===== src/rtl/sped_pkg.sv =====
package sped_pkg;

	localparam int MAX_RECORD  = 4096;
	localparam int MAX_WINDOW  = 64;
	localparam int SAMPLE_BITS = 16;

	localparam int ADDR_W  = $clog2(MAX_RECORD);
	localparam int CNT_W   = ADDR_W + 1;
	localparam int RING_W  = $clog2(MAX_WINDOW);
	localparam int WIN_W   = $clog2(MAX_WINDOW + 1);
	localparam int SUM_W   = SAMPLE_BITS + RING_W + 1;
	localparam int VAL_W   = 24;
	localparam int POS_W   = 21;
	localparam int LEN_W   = 13;
	localparam int WCFG_W  = 7;
	localparam int DVD_W   = 49;
	localparam int DVS_W   = 29;
	localparam int PEAK_W  = POS_W + VAL_W + 1 + ADDR_W;
	localparam int CROSS_W = POS_W + 1 + ADDR_W;

	typedef enum logic [1:0] {
		OP_PUSH       = 2'd0,
		OP_READ_PEAK  = 2'd1,
		OP_READ_CROSS = 2'd2,
		OP_NONE       = 2'd3
	} op_t;

	typedef enum logic [1:0] {
		KIND_SUMMARY = 2'd0,
		KIND_PEAK    = 2'd1,
		KIND_CROSS   = 2'd2
	} kind_t;

	typedef enum logic [1:0] {
		CFG_RECORD_LENGTH = 2'd0,
		CFG_SMOOTHING_ON  = 2'd1,
		CFG_WINDOW_LENGTH = 2'd2
	} cfg_reg_t;

	typedef enum logic [4:0] {
		ST_IDLE,
		ST_PUSH,
		ST_SUM,
		ST_SDIV,
		ST_STORE,
		ST_MID,
		ST_SW_RD,
		ST_SW_WT,
		ST_X_CHK,
		ST_X_DIV,
		ST_P_CHK,
		ST_P_MUL,
		ST_P_DIV1,
		ST_P_START2,
		ST_P_DIV2,
		ST_NEXT,
		ST_SUMMARY,
		ST_RD,
		ST_RD_OUT
	} state_t;

	typedef struct packed {
		op_t                            op;
		logic signed [SAMPLE_BITS-1:0]  sample;
		logic [ADDR_W-1:0]              index;
	} item_t;

	typedef struct packed {
		logic        valid;
		logic [1:0]  index;
		logic [LEN_W-1:0] data;
	} cfg_wr_t;

	typedef struct packed {
		kind_t                    kind;
		logic                     entry_valid;
		logic [POS_W-1:0]         position;
		logic signed [VAL_W-1:0]  level;
		logic                     polarity;
		logic [ADDR_W-1:0]        sample_position;
		logic [CNT_W-1:0]         peak_total;
		logic [CNT_W-1:0]         crossing_total;
		logic signed [VAL_W-1:0]  midpoint;
	} res_t;

	function automatic logic signed [VAL_W-1:0] sat24(input logic signed [VAL_W+1:0] v);
		logic signed [VAL_W-1:0] r;
		if (v > 26'sd8388607)
			r = 24'sh7FFFFF;
		else if (v < -26'sd8388608)
			r = 24'sh800000;
		else
			r = v[VAL_W-1:0];
		return r;
	endfunction

endpackage


===== src/rtl/sped_front.sv =====
module sped_front import sped_pkg::*; (
	input  logic                          clk,
	input  logic                          arst_n,
	input  logic                          in_valid,
	output logic                          in_stall,
	input  logic [1:0]                    operation,
	input  logic signed [SAMPLE_BITS-1:0] sample,
	input  logic [ADDR_W-1:0]             entry_index,
	output logic                          q_valid,
	output item_t                         q_item,
	input  logic                          q_pop
);

	item_t      mem_q [2];
	logic [1:0] cnt_q;
	logic       wp_q;
	logic       rp_q;
	logic       push;
	op_t        op;

	assign op       = op_t'(operation);
	assign in_stall = cnt_q == 2'd2;
	// unused code is taken and dropped here
	assign push     = in_valid && !in_stall && (op != OP_NONE);
	assign q_valid  = cnt_q != 2'd0;
	assign q_item   = mem_q[rp_q];

	always_ff @(posedge clk or negedge arst_n) begin
		if (!arst_n) begin
			cnt_q <= '0;
			wp_q  <= 1'b0;
			rp_q  <= 1'b0;
		end else begin
			if (push)
				wp_q <= !wp_q;
			if (q_pop)
				rp_q <= !rp_q;
			case ({push, q_pop})
				2'b10:   cnt_q <= cnt_q + 2'd1;
				2'b01:   cnt_q <= cnt_q - 2'd1;
				default: cnt_q <= cnt_q;
			endcase
		end
	end

	always_ff @(posedge clk) begin
		if (push)
			mem_q[wp_q] <= '{op: op, sample: sample, index: entry_index};
	end

endmodule


===== config.mk =====
export PLATFORM = sky130hd
export DESIGN_NAME = sped_front
export DESIGN_NICKNAME = d
export VERILOG_FILES = /design/src/rtl/sped_pkg.sv /design/src/rtl/sped_front.sv
export SDC_FILE = /design/constraint.sdc
export NUM_CORES = 1
export LEC_CHECK = 0
export BUFFER_PORTS_ARGS = -buffer_cell sky130_fd_sc_hd__buf_4
export CELL_PAD_IN_SITES_DETAIL_PLACEMENT = 1
export CELL_PAD_IN_SITES_GLOBAL_PLACEMENT = 1
export CORE_UTILIZATION = 43
export DETAILED_ROUTE_END_ITERATION = 12
export PLACE_DENSITY_LB_ADDON = 0.15
export SETUP_SLACK_MARGIN = 0.4
export SLEW_MARGIN = 30
export SYNTH_ARGS = -nofsm -noshare
export SYNTH_HDL_FRONTEND = slang
export SYNTH_SLANG_ARGS = --single-unit

===== constraint.sdc =====
create_clock -name clk -period 3.37 [get_ports clk]
set_input_delay 0.1685 -clock clk [delete_from_list [all_inputs] [get_ports clk]]
set_output_delay 0.1685 -clock clk [all_outputs]
set_load 0.005 [all_outputs]

; ---- Word-level counts from Yosys, hierarchy flattened
; Memory sizes are Yosys's and may differ from the RTL's.
; Cells that the tools add are included.
[op_classes]
reduce_logical = 7
n_eq_ne = 4
addsub = 2
mux = 3
[op_table]
columns = cell, n
row1 = $eq A2 B2 Y1 const B, 2
row2 = $pmux W2 S2, 1
row3 = $reduce_bool A2 Y1, 2
row4 = $logic_not A1 Y1, 3
row5 = $add A2 B1 Y2 const B, 1
row6 = $eq A2 B1 Y1 const B, 1
row7 = $logic_and A1 B1 Y1, 2
row8 = $mux W1, 2
row9 = $ne A2 B2 Y1 const B, 1
row10 = $sub A2 B1 Y2 const B, 1
[totals]
input_bits = 34
elab_cells = 20
ramBits = 60
regBits = 4
memories = 1
out_inout_bits = 32
[mem_list]
columns = name, depth, width, rd, rd_ports_with_merged_regs, write_ports, line_no
row1 = mem_q, 2, 30, 1, 0, 1, sped_front.sv:14  ; item_t mem_q [2];

; ---- Longest topological paths before layout
[logic_depth]
ltp_word = 6
mapped_depth = 6
depth_no_buf = 6

; ---- Worst setup path before layout
; OpenSTA, ideal clock, no wires.
[synth_timing]
path_kind = reg-to-reg
startpoint = reg cnt_q[1]
endpoint = mem mem_q[1][0] (netlist bit) (enable)
path_buffers = 0
slack_ns = 0.963
arrival_time_ns = 1.990
setup_ns = 0.417
required_time_ns = 2.953
synth_period_minus_slack_ns = 2.407
path_stages_with_launch = 4
path_cell_list = dfrtp_1 nor2b_2 nand3b_4 nor2_1
[synth_between]
elab_chain_cells = 6
[synth_rtl]
columns = element, line_no
row1 = from (decl), sped_front.sv:15  ; logic [1:0] cnt_q;
row2 = from (signal assigned), sped_front.sv:39  ; 2'b10: cnt_q <= cnt_q + 2'd1;
row3 = from (signal assigned), sped_front.sv:40  ; 2'b01: cnt_q <= cnt_q - 2'd1;
row4 = from (signal assigned), sped_front.sv:41  ; default: cnt_q <= cnt_q;
row5 = $eq A2 B2 Y1, sped_front.sv:22  ; assign in_stall = cnt_q == 2'd2;
row6 = via in_stall, sped_front.sv:5  ; output logic in_stall,
row7 = $logic_not A1 Y1, sped_front.sv:24  ; assign push = in_valid && !in_stall && (op != OP_NONE);
row8 = $logic_and A1 B1 Y1 (2 in series), sped_front.sv:24
row9 = $mux W1, sped_front.sv:47  ; if (push)
row10 = $mux W1 (implied by the code), sped_front.sv:48  ; mem_q[wp_q] <= '{op: op, sample: sample, index: entry_index};
row11 = to (decl), sped_front.sv:14
; The timed path passes the listed nets, and every way through them passes these cells.

; ---- Worst setup path in the final report
[layout_timing]
startpoint = reg cnt_q[1]
endpoint = mem mem_q[1][7] (netlist bit) (enable)
[layout_between]
elab_chain_cells = 6
[layout_rtl]
columns = element, line_no
row1 = $eq A2 B2 Y1, sped_front.sv:22
row2 = $logic_not A1 Y1, sped_front.sv:24
row3 = $logic_and A1 B1 Y1 (2 in series), sped_front.sv:24
row4 = $mux W1, sped_front.sv:47
row5 = $mux W1 (implied by the code), sped_front.sv:48
; No other way between the ends.

==> flow_metrics.py <==
metrics = {
    "status": {
        "status": "completed",
    },
    "sta": {
        "max_freq_mhz": 533,
        "drv_slew": 0,
        "holdWs_ns": 0.0119,
        "worst_slew_pin_slew_ns": 0.900,
        "slew_headroom": 0.399,
        "hold_violations": 0,
        "period_share": 0.556,
        "rsz0062_at_grt": "false",
        "fin_crit_ns": 1.87,
        "skew_ns": 0.00495,
        "final.setup.tns_ns": 0,
        "finalSetupViolCount": 0,
    },
    "finish": {
        "drive_above_1_share": 0.579,
        "antenna-diode-count": 0,
        "syn2layout_area_growth_pct": 33.0,
        "fin_nets": 225,
        "final_area_mm2": 0.00331,
    },
    "power": {
        "p_sw_w": 0.000686,
        "clkPwrFrac": 0.253,
        "p_seq_frac": 0.462,
        "ir_drop_uv": 397,
        "power.density_mw_per_mm2": 791,
        "p_leak_nw": 1.34,
        "cellInternalPower_w": 0.00193,
        "swShare": 0.262,
        "p_comb_frac": 0.285,
    },
    "clocking": {
        "htreeDepth": 3,
        "root_buffer": "clkbuf_8",
        "cts_setup_buffers": 0,
        "cts_made_buffers": 9,
        "clock_latency_ns": 0.34,
        "ctsLongestPathBuffers": 2,
        "cts_tree": "done",
        "path_clk_slew_ns": 0.07,
        "cts_sinks": 64,
    },
    "placement": {
        "numPortBuffers": 65,
        "dpl_cell_area_mm2": 0.00305,
        "gp_congestion": 0.608,
        "dpl.hpwl_um": 2950,
    },
    "hold_path": {
        "timing.hold.worst.start": "sample[4]",
        "min_to": "mem_q[1][16]",
        "min_path_cells": 1,
        "hold_path.class": "in -> reg",
    },
    "critical_path": {
        "crit_chain": "nor2b_2 -> nand3b_4 -> nor2_4",
        "cp-end-kind": "register",
        "rr_worst_depth": 3,
        "critPathSlowestCell": "nor2_4",
        "critPathArrivalTime_ns": 1.84,
        "cp_slowest_stage_delay_ns": 0.71,
        "critical_path_class": "reg -> reg",
        "cp_max_fo": 30,
        "reg2reg_slack_ns": 1.50,
        "timing.rr.start": "cnt_q[1]",
        "start_kind": "register",
        "worstPathRequired_ns": 3.33,
        "r2r-end": "mem_q[1][7]",
    },
    "grt": {
        "antenna_found_initial": 0,
        "grt_pass1_wl_um": 6830,
        "grt_max_degree": 32,
        "track_usage": 0.160,
        "grt-ovfl-total": 0,
        "grt_pass1_vias": 1390,
    },
    "die": {
        "die_w_um": 78.1,
        "fp.coreArea_mm2": 0.00554,
        "io_pins": 66,
        "die_h_um": 78.1,
        "rows": 27,
        "die-area_mm2": 0.00611,
        "start_util": 0.450,
    },
    "synthesis": {
        "synthDominantCellAreaShare": 0.723,
        "ys_seq_elements": 64,
        "syn_area_mm2": 0.00249,
        "syn_nets": 146,
        "synth_cells": 111,
        "ys_top_cells_by_area": "edfxtp_1, mux2_4, dfrtp_1, buf_6, xnor2_1",
        "yosysTopAreaCell": "edfxtp_1",
        "ys_types": 14,
        "avgSynthCellArea_um2": 22.5,
        "synth-warning-count": 0,
        "ys_seq_area_frac": 0.763,
    },
    "drt": {
        "ant_nets": 0,
        "drt_iter0_markers": 51,
        "wl_um": 4510,
        "via_per_inst": 4.73,
        "wl_per_cell_um": 16.9,
        "vias": 1263,
        "firstDrtPassIters": 4,
        "drc_errors": 0,
    },
    "run": {
        "maxCapViolCount": 0,
    },
}
## final cells by class
type                    count  area, µm²
repair buffers             71        548
clock buffers              13        159
inverters                   1       3.75
well taps                  72       90.1
multi-input cells          43        568
clock inverters             3       40.0
flip-flops and latches     64       1910
fillers                   526       2230
## layer usage
metal	part of all wire	GRT usage
met5	0	0
met4	0.025	0.117
met3	0.053	0.0395
met2	0.54	0.278
met1	0.38	0.169
## timing repair
action	4_1_cts	5_1_grt
gates resized for setup	0	0
endpoints found under the hold margin	7	5
hold buffers	3	3
## power groups by stage
stage	combinational, W	sequential (W)	clock [W]
after floorplan	0.000526	0.00111	0
after global placement	0.000747	0.00121	0
after detailed placement	0.000764	0.00123	0
after CTS	0.000771	0.00122	0.000673
after global routing	0.000800	0.00124	0.000695
final	0.000747	0.00121	0.000662
## metrics by stage
step	total power, W	setup slack (ns)	utilization	std cells
5_1_grt	0.00273	1.38	0.598	267
3_5_place_dp	0.00200	1.48	0.551	245
4_1_cts	0.00266	1.25	0.592	264
2_1_floorplan	0.00164	0.963	-	111
6_report	0.00262	1.50	0.598	267
3_3_place_gp	0.00196	1.56	0.551	245
## worst max-delay path: cells and delay by family, from the launching register on
family,cells,cell delay (ns)
and+or+nand+nor,3,1.09
DFF,1,0.41
## flip-flops by register name (all words and copies together), names as in the netlist
name / cells
mem_q: 60
cnt_q: 2
rp_q: 1
wp_q: 1
## how the worst max path moves through the flow
stage,from,endpoint,slack [ns],cells after the start
2_1_floorplan,cnt_q[1],mem_q[1][0],0.96,3
3_3_place_gp,cnt_q[1],mem_q[0][7],1.56,3
3_5_place_dp,cnt_q[1],mem_q[1][7],1.48,3
4_1_cts,rp_q,q_item[23],1.25,2
5_1_grt,cnt_q[1],mem_q[1][7],1.38,3
6_report,cnt_q[1],mem_q[1][7],1.50,3
## cells in the final DEF, fill, tap and decap left out
cell / netlist / layout
nor2_4: 0 / 2
mux2_1: 1 / 1
edfxtp_1: 60 / 60
dfrtp_1: 4 / 3
clkbuf_1: 0 / 2
clkinv_2: 0 / 2
nand2_1: 1 / 1
ha_1: 1 / 1
or2_1: 1 / 1
mux2_4: 29 / 29
nor2_1: 3 / 1
buf_4: 0 / 65
clkbuf_8: 0 / 11
bufinv_16: 0 / 1
nand3b_4: 1 / 1
dfrtp_4: 0 / 1
inv_1: 1 / 1
nor2b_2: 1 / 1
dlygate4sd3_1: 0 / 6
xnor2_1: 3 / 3
xor2_1: 2 / 2
## cells by family (layout without fill, tap and decap cells)
| group | count (synthesis) | after routing | share of synthesized area |
|---|---|---|---|
| xor+xnor | 5 | 5 | 0.0176 |
| fa+ha+maj | 1 | 1 | 0.00502 |
| buf+inv | 4 | 88 | 0.0151 |
| flops | 64 | 64 | 0.763 |
| mux | 30 | 30 | 0.179 |
| simple gates | 7 | 7 | 0.0201 |
## Yosys cell counts
cell,number
buf_6,3
dfrtp_1,4
edfxtp_1,60
ha_1,1
inv_1,1
mux2_1,1
mux2_4,29
nand2_1,1
nand3b_4,1
nor2_1,3
nor2b_2,1
or2_1,1
xnor2_1,3
xor2_1,2
No activity file was read; power rests on OpenSTA's default activity.
